### src/rtl/core/bank_mapper_with_scanline_irq_macros.svh
// Assertion macros shared by the bank mapper RTL.
`ifndef BANK_MAPPER_WITH_SCANLINE_IRQ_MACROS_SVH
`define BANK_MAPPER_WITH_SCANLINE_IRQ_MACROS_SVH
`ifndef SYNTHESIS
// Check a property at every rising edge outside reset.
`define BMSI_ASSERT(name, clk, rst_n, prop, msg) \
    name: assert property (@(posedge clk) disable iff (!rst_n) (prop)) else $error(msg);
// Check that a condition leads to a consequence in the following cycle.
`define BMSI_ASSERT_NEXT(name, clk, rst_n, ante, cons, msg) \
    name: assert property (@(posedge clk) disable iff (!rst_n) (ante) |=> (cons)) \
        else $error(msg);
`else
`define BMSI_ASSERT(name, clk, rst_n, prop, msg)
`define BMSI_ASSERT_NEXT(name, clk, rst_n, ante, cons, msg)
`endif
`endif

### src/rtl/core/bmsi_pkg.sv
// Types, codes and address constants of the bank mapper.
package bmsi_pkg;

    // Input word: one CPU write or one scanline tick
    typedef struct packed {
        logic        action;
        logic [15:0] address;
        logic [7:0]  value;
    } t_in_word;

    // Result word
    typedef struct packed {
        logic [2:0] event_res;
        logic [2:0] slot;
        logic [7:0] bank;
        logic [1:0] mirror_mode;
    } t_out_word;

    // Event codes
    localparam logic [2:0] EV_NONE   = 3'd0;
    localparam logic [2:0] EV_PRG    = 3'd1;
    localparam logic [2:0] EV_CHR    = 3'd2;
    localparam logic [2:0] EV_MIRROR = 3'd3;
    localparam logic [2:0] EV_IRQ    = 3'd4;

    // Program window codes
    localparam logic [2:0] WIN_8000 = 3'd0;
    localparam logic [2:0] WIN_A000 = 3'd1;
    localparam logic [2:0] WIN_C000 = 3'd2;

    // Action codes
    localparam logic ACT_WRITE = 1'b0;
    localparam logic ACT_TICK  = 1'b1;

    // Register addresses
    localparam logic [15:0] ADDR_PRG_8000 = 16'h8000;
    localparam logic [15:0] ADDR_MIRROR   = 16'h9000;
    localparam logic [15:0] ADDR_SWAP     = 16'h9002;
    localparam logic [15:0] ADDR_PRG_A000 = 16'hA000;
    localparam logic [15:0] ADDR_RLD_LO   = 16'hF000;
    localparam logic [15:0] ADDR_RLD_HI_0 = 16'hF002;
    localparam logic [15:0] ADDR_RLD_HI_1 = 16'hF040;
    localparam logic [15:0] ADDR_CTRL_0   = 16'hF001;
    localparam logic [15:0] ADDR_CTRL_1   = 16'hF004;
    localparam logic [15:0] ADDR_CTRL_2   = 16'hF080;
    localparam logic [15:0] ADDR_ACK_0    = 16'hF003;
    localparam logic [15:0] ADDR_ACK_1    = 16'hF006;
    localparam logic [15:0] ADDR_ACK_2    = 16'hF0C0;

    // Character bank region: upper nibble from first to last base
    localparam logic [3:0] CHR_BASE_FIRST = 4'hB;
    localparam logic [3:0] CHR_BASE_LAST  = 4'hE;

    // Character nibble offsets inside a base
    localparam logic [11:0] OFS_EVEN_LO   = 12'h000;
    localparam logic [11:0] OFS_EVEN_HI_0 = 12'h002;
    localparam logic [11:0] OFS_EVEN_HI_1 = 12'h040;
    localparam logic [11:0] OFS_ODD_LO_0  = 12'h001;
    localparam logic [11:0] OFS_ODD_LO_1  = 12'h004;
    localparam logic [11:0] OFS_ODD_LO_2  = 12'h080;
    localparam logic [11:0] OFS_ODD_HI_0  = 12'h003;
    localparam logic [11:0] OFS_ODD_HI_1  = 12'h006;
    localparam logic [11:0] OFS_ODD_HI_2  = 12'h0C0;

    localparam int CHR_SLOTS = 8;

    // Decoded operation
    typedef enum logic [3:0] {
        OP_NONE,
        OP_TICK,
        OP_PRG_8000,
        OP_PRG_A000,
        OP_MIRROR,
        OP_SWAP,
        OP_CHR_LO,
        OP_CHR_HI,
        OP_RLD_LO,
        OP_RLD_HI,
        OP_CTRL,
        OP_ACK
    } t_op;

    typedef struct packed {
        t_op        op;
        logic [2:0] chr_slot;
    } t_cmd;

endpackage

### src/rtl/core/bmsi_decode.sv
// Address decoder: turns one input word into an operation.
module bmsi_decode
    import bmsi_pkg::*;
(
    input  t_in_word i_word,
    output t_cmd     o_cmd
);

    logic [3:0]  base;
    logic [11:0] ofs;
    logic [3:0]  pair;
    logic        in_chr;

    assign base   = i_word.address[15:12];
    assign ofs    = i_word.address[11:0];
    assign pair   = base - CHR_BASE_FIRST;
    assign in_chr = (base >= CHR_BASE_FIRST) && (base <= CHR_BASE_LAST);

    // Match the alias list exactly
    always_comb begin
        o_cmd.op       = OP_NONE;
        o_cmd.chr_slot = '0;
        if (i_word.action == ACT_TICK) begin
            o_cmd.op = OP_TICK;
        end else if (in_chr) begin
            unique case (ofs) inside
                OFS_EVEN_LO: begin
                    o_cmd.op       = OP_CHR_LO;
                    o_cmd.chr_slot = {pair[1:0], 1'b0};
                end
                OFS_EVEN_HI_0, OFS_EVEN_HI_1: begin
                    o_cmd.op       = OP_CHR_HI;
                    o_cmd.chr_slot = {pair[1:0], 1'b0};
                end
                OFS_ODD_LO_0, OFS_ODD_LO_1, OFS_ODD_LO_2: begin
                    o_cmd.op       = OP_CHR_LO;
                    o_cmd.chr_slot = {pair[1:0], 1'b1};
                end
                OFS_ODD_HI_0, OFS_ODD_HI_1, OFS_ODD_HI_2: begin
                    o_cmd.op       = OP_CHR_HI;
                    o_cmd.chr_slot = {pair[1:0], 1'b1};
                end
                default: o_cmd.op = OP_NONE;
            endcase
        end else begin
            unique case (i_word.address) inside
                ADDR_PRG_8000:                        o_cmd.op = OP_PRG_8000;
                ADDR_MIRROR:                          o_cmd.op = OP_MIRROR;
                ADDR_SWAP:                            o_cmd.op = OP_SWAP;
                ADDR_PRG_A000:                        o_cmd.op = OP_PRG_A000;
                ADDR_RLD_LO:                          o_cmd.op = OP_RLD_LO;
                ADDR_RLD_HI_0, ADDR_RLD_HI_1:         o_cmd.op = OP_RLD_HI;
                ADDR_CTRL_0, ADDR_CTRL_1, ADDR_CTRL_2: o_cmd.op = OP_CTRL;
                ADDR_ACK_0, ADDR_ACK_1, ADDR_ACK_2:   o_cmd.op = OP_ACK;
                default:                              o_cmd.op = OP_NONE;
            endcase
        end
    end

endmodule

### src/rtl/core/bmsi_irq.sv
// Scanline IRQ counter with reload latch, enable and rearm flag.
module bmsi_irq
    import bmsi_pkg::*;
(
    input  logic       i_clk,
    input  logic       i_rst_n,
    input  logic       i_fire,
    input  t_cmd       i_cmd,
    input  logic [7:0] i_value,
    output logic       o_raise
);

`include "bank_mapper_with_scanline_irq_macros.svh"

    logic [7:0] r_count, n_count;
    logic [7:0] r_reload, n_reload;
    logic       r_on, n_on;
    logic       r_rearm, n_rearm;

    // Compute the counter update for the word being retired
    always_comb begin
        n_count  = r_count;
        n_reload = r_reload;
        n_on     = r_on;
        n_rearm  = r_rearm;
        o_raise  = 1'b0;
        if (i_fire) begin
            case (i_cmd.op)
                OP_TICK: begin
                    if (r_on) begin
                        if (r_count == 8'hFF) begin
                            n_count = r_reload;
                            n_on    = r_rearm;
                            o_raise = 1'b1;
                        end else begin
                            n_count = r_count + 8'd1;
                        end
                    end
                end
                OP_RLD_LO: n_reload = {r_reload[7:4], i_value[3:0]};
                OP_RLD_HI: n_reload = {i_value[3:0], r_reload[3:0]};
                OP_CTRL: begin
                    n_on    = i_value[1];
                    n_rearm = i_value[0];
                    n_count = r_reload;
                end
                OP_ACK:  n_on = r_rearm;
                default: ;
            endcase
        end
    end

    // Hold the counter state
    always_ff @(posedge i_clk) begin
        if (!i_rst_n) begin
            r_count  <= '0;
            r_reload <= '0;
            r_on     <= 1'b0;
            r_rearm  <= 1'b0;
        end else begin
            r_count  <= n_count;
            r_reload <= n_reload;
            r_on     <= n_on;
            r_rearm  <= n_rearm;
        end
    end

    `BMSI_ASSERT_NEXT(a_wrap_reload, i_clk, i_rst_n, o_raise, r_count == $past(r_reload), "count not reloaded on wrap")
    `BMSI_ASSERT_NEXT(a_off_holds, i_clk, i_rst_n, i_fire && i_cmd.op == OP_TICK && !r_on, $stable(r_count), "disabled counter moved")
    `BMSI_ASSERT_NEXT(a_ack_rearm, i_clk, i_rst_n, i_fire && i_cmd.op == OP_ACK, r_on == $past(r_rearm), "acknowledge did not rearm")

endmodule

### src/rtl/core/bank_mapper_with_scanline_irq.sv
// Top level of the bank mapper with scanline IRQ counter.
//
//  channel | direction | valid      | stall      | word
//  --------+-----------+------------+------------+-------------
//  input   | in        | i_in_valid | o_in_stall | i_in_word
//  result  | out       | o_out_valid| i_out_stall| o_out_word
//
// One word is taken per cycle unless o_in_stall is high; each word goes to the input
// register, then to the result register, with decode and state update done
// combinationally between them.
// A result waiting on a stalled output leaves room for one more word in the
// input register; only then does the input stall.
// Synchronous active-low reset clears all bank, swap and IRQ state to zero.
module bank_mapper_with_scanline_irq
    import bmsi_pkg::*;
(
    input  logic      i_clk,
    input  logic      i_rst_n,
    input  logic      i_in_valid,
    output logic      o_in_stall,
    input  t_in_word  i_in_word,
    output logic      o_out_valid,
    input  logic      i_out_stall,
    output t_out_word o_out_word
);

`include "bank_mapper_with_scanline_irq_macros.svh"

    t_in_word   r_in_word;
    logic       r_in_valid;
    t_out_word  r_out_word, n_out_word;
    logic       r_out_valid;
    logic       r_swap, n_swap;
    logic [3:0] r_chr_lo [CHR_SLOTS];
    logic [3:0] r_chr_hi [CHR_SLOTS];

    t_cmd       cmd;
    logic       in_take;
    logic       advance;
    logic       irq_raise;
    logic [3:0] chr_lo_new;
    logic [3:0] chr_hi_new;

    // Handshake between the two registers
    assign advance     = r_in_valid && (!r_out_valid || !i_out_stall);
    assign o_in_stall  = r_in_valid && r_out_valid && i_out_stall;
    assign in_take     = i_in_valid && !o_in_stall;
    assign o_out_valid = r_out_valid;
    assign o_out_word  = r_out_word;

    bmsi_decode u_decode (
        .i_word (r_in_word),
        .o_cmd  (cmd)
    );

    bmsi_irq u_irq (
        .i_clk   (i_clk),
        .i_rst_n (i_rst_n),
        .i_fire  (advance),
        .i_cmd   (cmd),
        .i_value (r_in_word.value),
        .o_raise (irq_raise)
    );

    // Merge the written nibble with the stored one
    assign chr_lo_new = (cmd.op == OP_CHR_LO) ? r_in_word.value[3:0] : r_chr_lo[cmd.chr_slot];
    assign chr_hi_new = (cmd.op == OP_CHR_HI) ? r_in_word.value[3:0] : r_chr_hi[cmd.chr_slot];

    // Build the result word
    always_comb begin
        n_out_word = '0;
        n_swap     = r_swap;
        case (cmd.op)
            OP_PRG_8000: begin
                n_out_word.event_res = EV_PRG;
                n_out_word.slot      = r_swap ? WIN_C000 : WIN_8000;
                n_out_word.bank      = r_in_word.value;
            end
            OP_PRG_A000: begin
                n_out_word.event_res = EV_PRG;
                n_out_word.slot      = WIN_A000;
                n_out_word.bank      = r_in_word.value;
            end
            OP_MIRROR: begin
                n_out_word.event_res   = EV_MIRROR;
                n_out_word.mirror_mode = r_in_word.value[1:0];
            end
            OP_SWAP: n_swap = r_in_word.value[1];
            OP_CHR_LO, OP_CHR_HI: begin
                n_out_word.event_res = EV_CHR;
                n_out_word.slot      = cmd.chr_slot;
                n_out_word.bank      = {chr_hi_new, chr_lo_new};
            end
            OP_TICK: begin
                if (irq_raise) begin
                    n_out_word.event_res = EV_IRQ;
                end
            end
            default: ;
        endcase
    end

    // Hold the input word until it can advance
    always_ff @(posedge i_clk) begin
        if (!i_rst_n) begin
            r_in_valid <= 1'b0;
        end else if (in_take) begin
            r_in_valid <= 1'b1;
        end else if (advance) begin
            r_in_valid <= 1'b0;
        end
    end

    always_ff @(posedge i_clk) begin
        if (in_take) begin
            r_in_word <= i_in_word;
        end
    end

    // Load the result register; drop it once taken
    always_ff @(posedge i_clk) begin
        if (!i_rst_n) begin
            r_out_valid <= 1'b0;
        end else if (advance) begin
            r_out_valid <= 1'b1;
        end else if (!i_out_stall) begin
            r_out_valid <= 1'b0;
        end
    end

    always_ff @(posedge i_clk) begin
        if (advance) begin
            r_out_word <= n_out_word;
        end
    end

    // Update swap bit and character nibbles
    always_ff @(posedge i_clk) begin
        if (!i_rst_n) begin
            r_swap <= 1'b0;
            for (int i = 0; i < CHR_SLOTS; i++) begin
                r_chr_lo[i] <= '0;
                r_chr_hi[i] <= '0;
            end
        end else if (advance) begin
            r_swap <= n_swap;
            if (cmd.op == OP_CHR_LO || cmd.op == OP_CHR_HI) begin
                r_chr_lo[cmd.chr_slot] <= chr_lo_new;
                r_chr_hi[cmd.chr_slot] <= chr_hi_new;
            end
        end
    end

    `BMSI_ASSERT(a_none_zero, i_clk, i_rst_n, o_out_valid && o_out_word.event_res == EV_NONE |-> o_out_word.slot == '0 && o_out_word.bank == '0 && o_out_word.mirror_mode == '0, "none event carries data")
    `BMSI_ASSERT(a_mirror_only, i_clk, i_rst_n, o_out_valid && o_out_word.event_res != EV_MIRROR |-> o_out_word.mirror_mode == '0, "mirror mode outside mirror event")
    `BMSI_ASSERT(a_event_range, i_clk, i_rst_n, o_out_valid |-> o_out_word.event_res <= EV_IRQ, "event code out of range")
    `BMSI_ASSERT_NEXT(a_keep_pending, i_clk, i_rst_n, r_in_valid && r_out_valid && i_out_stall, r_in_valid && $stable(r_in_word), "pending word lost")
    `BMSI_ASSERT(a_irq_from_tick, i_clk, i_rst_n, irq_raise |-> advance && cmd.op == OP_TICK, "IRQ without tick")

endmodule

### config.mk
export PLATFORM = sky130hd
export DESIGN_NAME = bank_mapper_with_scanline_irq
export DESIGN_NICKNAME = d
export VERILOG_FILES = /design/src/rtl/core/bmsi_pkg.sv /design/src/rtl/core/bmsi_decode.sv /design/src/rtl/core/bmsi_irq.sv /design/src/rtl/core/bank_mapper_with_scanline_irq.sv
export VERILOG_INCLUDE_DIRS = /design/src /design/src/rtl/core
export SDC_FILE = /design/constraint.sdc
export NUM_CORES = 1
export LEC_CHECK = 0
export BUFFER_PORTS_ARGS = -buffer_cell sky130_fd_sc_hd__buf_4
export CORE_MARGIN = 2
export CORE_UTILIZATION = 47
export CTS_CLUSTER_DIAMETER = 200
export DETAILED_ROUTE_END_ITERATION = 10
export HOLD_SLACK_MARGIN = 0.06
export PLACE_DENSITY_LB_ADDON = 0.15
export REMOVE_ABC_BUFFERS = 1
export SLEW_MARGIN = 20
export SYNTH_ARGS = -nofsm -noshare
export SYNTH_HDL_FRONTEND = slang
export SYNTH_SLANG_ARGS = --single-unit
### constraint.sdc
create_clock -name i_clk -period 4.4 [get_ports i_clk]
set_clock_uncertainty 0.2 [all_clocks]
set_input_delay 0.88 -clock i_clk [delete_from_list [all_inputs] [get_ports i_clk]]
set_output_delay 0.88 -clock i_clk [all_outputs]
set_load 0.03 [all_outputs]
# --- Yosys cells after proc, flatten, opt, wreduce, memory -nomap -nowiden ---
# Memory sizes are Yosys's and may differ from the RTL's.
# Cells that the tools add are included.
# W data, S select, Z words.
totals:
  reg_bits: 62
  ram_bits: 64
  in_bits: 29
  output_inout_bits: 18
  elab_cells: 128
  memories: 2
memory_table:
  columns: ["name", "depth", "width", "read_ports", "rd_clocked_by_memory_dff", "wr", "line_no", "rtl"]
  rows:
  - ["r_chr_hi", 8, 4, 1, 0, 8, "bank_mapper_with_scanline_irq.sv:35", "logic [3:0] r_chr_hi [CHR_SLOTS];"]
  - ["r_chr_lo", 8, 4, 1, 0, 8, "bank_mapper_with_scanline_irq.sv:34", "logic [3:0] r_chr_lo [CHR_SLOTS];"]
op_classes:
  add_sub_neg: 2
  magnitude_cmp: 2
  eq_ne: 35
  mux: 39
  n_bitwise: 2
  reduce_logical: 31
op_table:
  columns: ["op", "count"]
  rows:
  - ["$eq A16 B16 Y1 const B", 13]
  - ["$pmux W11 S3", 1]
  - ["$pmux W4 S8", 1]
  - ["$pmux W8 S2", 2]
  - ["$eq A12 B2 Y1 const B", 2]
  - ["$eq A12 B3 Y1 const B", 2]
  - ["$eq A12 B8 Y1 const B", 2]
  - ["$mux W4", 6]
  - ["$mux W1", 17]
  - ["$eq A4 B3 Y1 const B", 4]
  - ["$eq A4 B4 Y1 const B", 4]
  - ["$mux W8", 2]
  - ["$mux W3", 5]
  - ["$eq A12 B1 Y1 const B", 1]
  - ["$eq A12 B7 Y1 const B", 1]
  - ["$logic_not A12 Y1", 1]
  - ["$pmux W3 S2", 2]
  - ["$pmux W3 S4", 1]
  - ["$reduce_or A4 Y1", 3]
  - ["$reduce_and A3 Y1", 3]
  - ["$reduce_or A3 Y1", 3]
  - ["$add A8 B1 Y8 const B", 1]
  - ["$eq A4 B2 Y1 const B", 2]
  - ["$eq A8 B8 Y1 const B", 1]
  - ["17 further kinds", 31]

# --- Logic depth before layout (Yosys ltp) ---
# Gate-level depths: netlist of the first run.
logic_depth:
  depth_word: 13
  mapped_depth: 12
  mapped_depth_nobuf: 9

# --- Hierarchy ---
# A second synthesis of the first run with hierarchy kept.
hier_totals:
  hier_cells: 483
  hier_area_um2: 6055.8
modules_own_cells:
  columns: ["module", "n_inst", "cells_each", "area_each_um2", "seq_area_each_um2"]
  rows:
  - ["bank_mapper_with_scanline_irq", 1, 320, 4695.8, 3213.1]
  - ["bmsi_irq", 1, 119, 1018.5, 360.3]
  - ["bmsi_decode", 1, 44, 341.6, 0.0]

# --- Worst setup path after synthesis of the first run ---
# OpenSTA, ideal clock, no wires.
synth_path:
  path_kind: "reg2reg"
  from: "reg r_in_word[20] (netlist bit)"
  to: "mem r_chr_hi[0][1] (data pin)"
  setup_ns: 0.266
  arrival_time_ns: 2.721
  t_required_ns: 3.934
  path_slack_ns: 1.213
  path_stages_with_launch: 11
  path_buffers: 1
  period_less_slack_ns: 3.187
  path_cell_list: "edfxtp_1 > clkbuf_1 > inv_1 > ha_1 > nand3b_1 > nand4b_2 > a21oi_4 > mux4_2 > or2_2 > a31oi_2 > nor2_1"
synth_rtl:
  columns: ["item", "line_no", "rtl"]
  rows:
  - ["start, declared", "bank_mapper_with_scanline_irq.sv:29", "t_in_word r_in_word;"]
  - ["start signal, assigned", "bank_mapper_with_scanline_irq.sv:116", "r_in_word <= i_in_word;"]
  - ["end, declared", "bank_mapper_with_scanline_irq.sv:35", null]

==> metrics.txt, run 1 <==
status=complete, no violations; largest family of logic cells by synthesized area=simple AND/OR/NAND/NOR gates; Synth async-reset ratio=0%; reg2reg start=r_in_word[20]; DR vias/cell=a little under 6; WP data arrival=3970 ps; Max Slew Vio Count=0; Core ar.=12,600 sq um; EDFF count, synth=approximately 110; Crit-path slowest cell=nor4b_4; crit path launch=r_in_word[20]; Power Dens Cells=about 410 nW/um^2; Mean Syn Cell Area=around 12 sq um; post-route ant nets=0; Hold/Removal Path Class=flop to flop; H-tree depth=4; Synth Register Bits=approximately 130; crit path capture=r_chr_lo[4][2]; Layout area overhead=19.9%; Placed Instances=732; setup slack at placement=499 ps; most frequent cells in the layout=edfxtp_1, nor2_1, buf_4; CTS Buffer Depth=2; final WL=~15 mm; share of cells above drive strength 1=a little over a fifth; first-pass GRT wire length=24.2 mm; r2r setup slk=380 ps; Pleak=around 2.7 nW; Top Ports=47; CTS tree=done; Slew Limit Headroom=roughly 33%; adder-cell share of the synthesized area=under 10%; Clock Tree Root=clkbuf_16; Sink Count=between 100 and 150; synthesized cell area=6060 sq um; Overflow after GRT=0; crit path capture type=flop; Top cell by count, worst path=a211oi_1; Synth Area in XOR/XNOR=0.144%; vias in the first global route=4,402; Primary FF master, synth=edfxtp_1; area taken by multi-input logic gates=roughly 2300 sq um; antenna violations before repair=0; Setup Fix Bufs, Post-CTS=0; worst-margin pin slew=991 ps; crit share post-route=between 90% and 100%; 1st-iter DRT viols=526; worst stage delay on the critical path=around 600 ps; cells after synthesis=520; placed inst area=~6600 sq um; # setup viols final=0; CTS buffer count=17; Residual DRC=0; Layout Cells excl Fill=~760; DP Wirelength=approximately 11 mm; simple-gate share of the synthesized area=between 10% and 20%; Hold-fix buffers, CTS=0; largest net degree at the start of global routing=28; RSZ-0062 raised after global routing=false; Tot Pwr=3.01 mW; die height=around 120 um; global placer's final weighted congestion=roughly 0.90; Die Wd=118 um; Clock transition at path regs=approximately 60 ps; Hold WS=~270 ps; WL/cell=approximately 20 um; fin nets=just over 600; type of the worst setup path=flop to flop; port buffer count=between 40 and 50; Hold Violations, Final=0; Pre-Repair DR Iteration Count=5; die area=around 14,000 sq um; post-layout util=approximately 58%; MaxCap Viol Count=0; Fill cells=between 1,000 and 1,500; fmax=approximately 0.25 GHz; worst reg2reg path depth=9; PostCTS Resize Cnt=0; worst-path cell chain=inv_1 > ha_1 > and3b_1 > nor4b_4 > o21ai_1 > a211oi_1 > a211oi_1 > a21oi_2 > nor2_1; Setup crit start kind=flop; All-Layer GR Usage=around 23%; mux contribution to synthesized area=under 10%; r2r endpoint=r_chr_lo[4][2]; Row Count=41; crit-path max FO=12; Worst VDD drop=about 0.31 mV; Starting Density=48.0%; Finished Cell Area=approximately 7300 sq um; Distinct cells, synth=70; worst-skew pair later-pin latency=~430 ps; YS warnings=0; register area share after synthesis=58.9%; n_diodes=0; Compound-Gate Fraction of Synth Area=between 10% and 20%; CP required=around 4400 ps; hold path depth=2; via count=approximately 4,500; most common cell after layout, fill and taps aside=edfxtp_1; final worst slack=between 300 and 400 ps; post-layout minimum cycle time=around 4000 ps; Sequential cell area=3570 sq um; post-route setup TNS=0 ps
==> per-layer routing <==
| metal | share of wire, % | track usage [%] |
|---|---|---|
| met1 | 42 | 29.3 |
| met2 | 50 | 38.2 |
| met3 | 5.4 | 5.43 |
| met4 | 2.6 | 9.34 |
| met5 | 0 | 0 |
==> kinds of logic (layout without fill, tap and decap cells) <==
| group | Yosys count | in the layout |
|---|---|---|
| muxes | 31 | 31 |
| and+or+nand+nor | 217 | 217 |
| buffers and inverters | 40 | 112 |
| adders and majority gates | 5 | 5 |
| AOI/OAI and AO/OA | 100 | 100 |
| xor gates and xnor gates | 1 | 1 |
| DFF | 126 | 126 |
==> Yosys cell counts (all sizes together) (2+ instances only) <==
library cell    n  share of area [%]
a21o            3               0.37
o2bb2ai         3               0.43
buf             4               0.43
o22ai           4               0.41
o311ai          2               0.29
nor4b           2               0.54
nand2b          2               0.21
o21a            3               0.50
and2            5               0.52
o21ai          17                1.5
nor4            5               0.76
nor2           86                5.4
mux2            2               0.37
a31o            2               0.29
nand4b          2               0.39
a31oi          11                1.4
or2             6               0.62
a32oi           5               0.72
a21oi          10                1.3
o211a           5               0.83
nor3           10                1.2
and3            8               0.87
o211ai          2               0.25
dfxtp          21                6.9
nand2          56                3.5
nand3          13                1.2
clkbuf         16               0.99
mux2i          24                4.0
ha              5                1.0
mux4            5                1.9
a21boi          2               0.43
a32o            3               0.50
a211oi         12                1.5
nor2b           3               0.31
nand4          12                1.2
inv            19                1.2
a221oi          3               0.43
a22oi           6               0.74
edfxtp        105                 52
==> area by class of cell <==
cell class,count,share of cell area [%]
Sequential cell,126,49.2
Timing Repair Buffer,60,6.20
Multi-Input combinational cell,354,32.1
Clock buffer,18,5.91
Clock inverter,14,2.65
Tap cell,172,2.96
Inverter,20,1.03
==> flip-flops by register name, summed over array words and instances (netlist names) <==
| name | cells |
|---|---|
| o_out_valid | 1 |
| o_out_word | 16 |
| r_chr_hi | 32 |
| r_chr_lo | 32 |
| r_in_valid | 1 |
| r_in_word | 25 |
| r_swap | 1 |
| u_irq.r_count | 8 |
| u_irq.r_on | 1 |
| u_irq.r_rearm | 1 |
| u_irq.r_reload | 8 |
==> how the worst min path moves through the flow <==
stage                      startpoint                end  slack, ps
global route        u_irq.r_reload[4]  u_irq.r_reload[4]        270
floorplan           u_irq.r_reload[3]  u_irq.r_reload[3]        240
CTS                 u_irq.r_reload[4]  u_irq.r_reload[4]        270
global placement               r_swap             r_swap        250
finish              u_irq.r_reload[5]  u_irq.r_reload[5]        270
detailed placement  u_irq.r_reload[4]  u_irq.r_reload[4]        250
==> report_power, final <==
part | internal [mW] | switching (mW)
Sequential | 1.34 | 0.0271
Clock | 0.947 | 0.533
Combinational | 0.0597 | 0.109
==> critical path: cells and delay by family (launching register included) <==
family / cells / cell delay [ps]
compound gates: 4 / 1580
simple gates: 3 / 930
flops: 1 / 560
fa+ha+maj: 1 / 250
buf+inv: 1 / 220
No activity file was read; power rests on OpenSTA's default activity.
==> inputs of run 2 (changes only) <==
Settings changed: CORE_UTILIZATION 47 to 60.
==> metrics.txt, run 2 (same netlist as run 1, synthesis figures left out) <==
status=complete, no violations; CP required=4460 ps; via count=4,584; antenna violations before repair=0; Tot Pwr=3.03 mW; uppermost layer routed=met4; MaxCap Viol Count=0; post-layout minimum cycle time=around 4100 ps; H-tree depth=4; Slew Limit Headroom=21.3%; fmax=0.243 GHz; Fill cells=between 600 and 700; port buffer count=46; final WL=around 15 mm; Hold-fix buffers, CTS=0; post-route setup TNS=0 ps; Core ar.=between 9000 and 10,000 sq um; global placer's final weighted congestion=between 0.9 and 1; crit-path max FO=12; area taken by multi-input logic gates=roughly 2300 sq um; Overflow after GRT=0; Row Count=36; crit share post-route=93.6%; Residual DRC=0; post-route ant nets=0; most common cell after layout, fill and taps aside=edfxtp_1; Setup crit start kind=flop; metal2 WL=roughly 7.7 mm; Power Dens Cells=420 nW/um^2; type of the worst setup path=flop to flop; crit path capture type=flop; n_diodes=0; CTS Buffer Depth=2; PostCTS Resize Cnt=0; DP Wirelength=10.4 mm; Regs by FF count=r_chr_hi (32), r_chr_lo (32), r_in_word (25); fin nets=609; share of cells above drive strength 1=a little over a fifth; die area=between 10,000 and 15,000 sq um; Pleak=about 2.7 nW; Starting Density=about 62%; largest net degree at the start of global routing=28; CTS tree=done; All-Layer GR Usage=29.3%; vias in the first global route=roughly 4,400; Hold Violations, Final=0; worst-margin pin slew=roughly 1200 ps; worst stage delay on the critical path=580 ps; Crit path max-delay family=compound AO/OA/AOI/OAI gates; Worst VDD drop=between 0.3 and 0.4 mV; Layout area overhead=18.8%; Top Ports=47; Die Wd=about 100 um; Clock Tree Root=clkbuf_8; Sequential cell area=3570 sq um; worst-skew pair later-pin latency=530 ps; Clock transition at path regs=approximately 60 ps; worst-path cell chain=inv_1 > ha_1 > and3b_1 > nor4b_4 > o21ai_1 > a211oi_1 > a221oi_1 > a21oi_2 > nor2_1; Hold/Removal Path Class=flop to flop; first-pass GRT wire length=around 24 mm; Buf/Inv on CP=1; DR vias/cell=approximately 6.4; Crit-path slowest cell=edfxtp_1; met3 wire length=1.23 mm; Max Slew Vio Count=0; WP data arrival=about 4200 ps; WL/cell=approximately 21 um; Setup Fix Bufs, Post-CTS=0; 1st-iter DRT viols=approximately 420; RSZ-0062 raised after global routing=false; Sink Count=around 130; die height=~100 um; met1 wire length=roughly 5.9 mm; Pre-Repair DR Iteration Count=7; most frequent cells in the layout=edfxtp_1, nor2_1, nand2_1, buf_4, mux2i_1; CTS buffer count=17; # setup viols final=0
[run 2: final cells by class]
class | count | share of cell area [%]
Clock buffer | 18 | 5.94
Multi-Input combinational cell | 354 | 32.4
Timing Repair Buffer | 56 | 5.84
Inverter | 20 | 1.04
Tap cell | 133 | 2.31
Clock inverter | 14 | 2.87
Sequential cell | 126 | 49.6
[run 2: final timing paths]
| check | depth (start not counted) | to | start | slack [ps] |
|---|---|---|---|---|
| worst max-delay path | 9 | r_chr_lo[1][1] | r_in_word[20] | 280 |
| worst min-delay path | 2 | r_swap | r_swap | 270 |
| worst max register to register | 9 | r_chr_lo[1][1] | r_in_word[20] | 280 |
| worst min register to register | 2 | r_swap | r_swap | 270 |
[run 2: layer usage]
metal	global-route usage [%]	vias up
met5	0	-
met4	13.2	0
met3	6.77	50
met2	48.4	226
met1	36.9	2226
li1	-	2082
[run 2: worst min-delay path: cells and delay by family, from the launching register on]
family	cells	cell delay (ps)
muxes	1	60
and+or+nand+nor	1	50
DFF	1	310
[run 2: where the power goes]
part / total (mW) / switching (mW) / leakage, nW / internal, mW
Sequential: 1.36 / 0.0277 / 1.22 / 1.34
Combinational: 0.169 / 0.112 / 1.19 / 0.0578
Clock: 1.49 / 0.547 / 0.312 / 0.947
Total: 3.03 / 0.686 / 2.72 / 2.34
[run 2: through the flow]
stage | setup slack [ps] | hold slack [ps] | cell area, sq um | utilization [%] | instances
2_1_floorplan | 926 | 238 | 5980 | - | 500
3_3_place_gp | 540 | 246 | 6570 | 67.2 | 689
3_5_place_dp | 486 | 259 | 6570 | 67.2 | 689
4_1_cts | 443 | 267 | 7200 | 73.7 | 721
5_1_grt | 183 | 288 | 7200 | 73.7 | 721
6_report | 281 | 266 | 7200 | 73.7 | 721
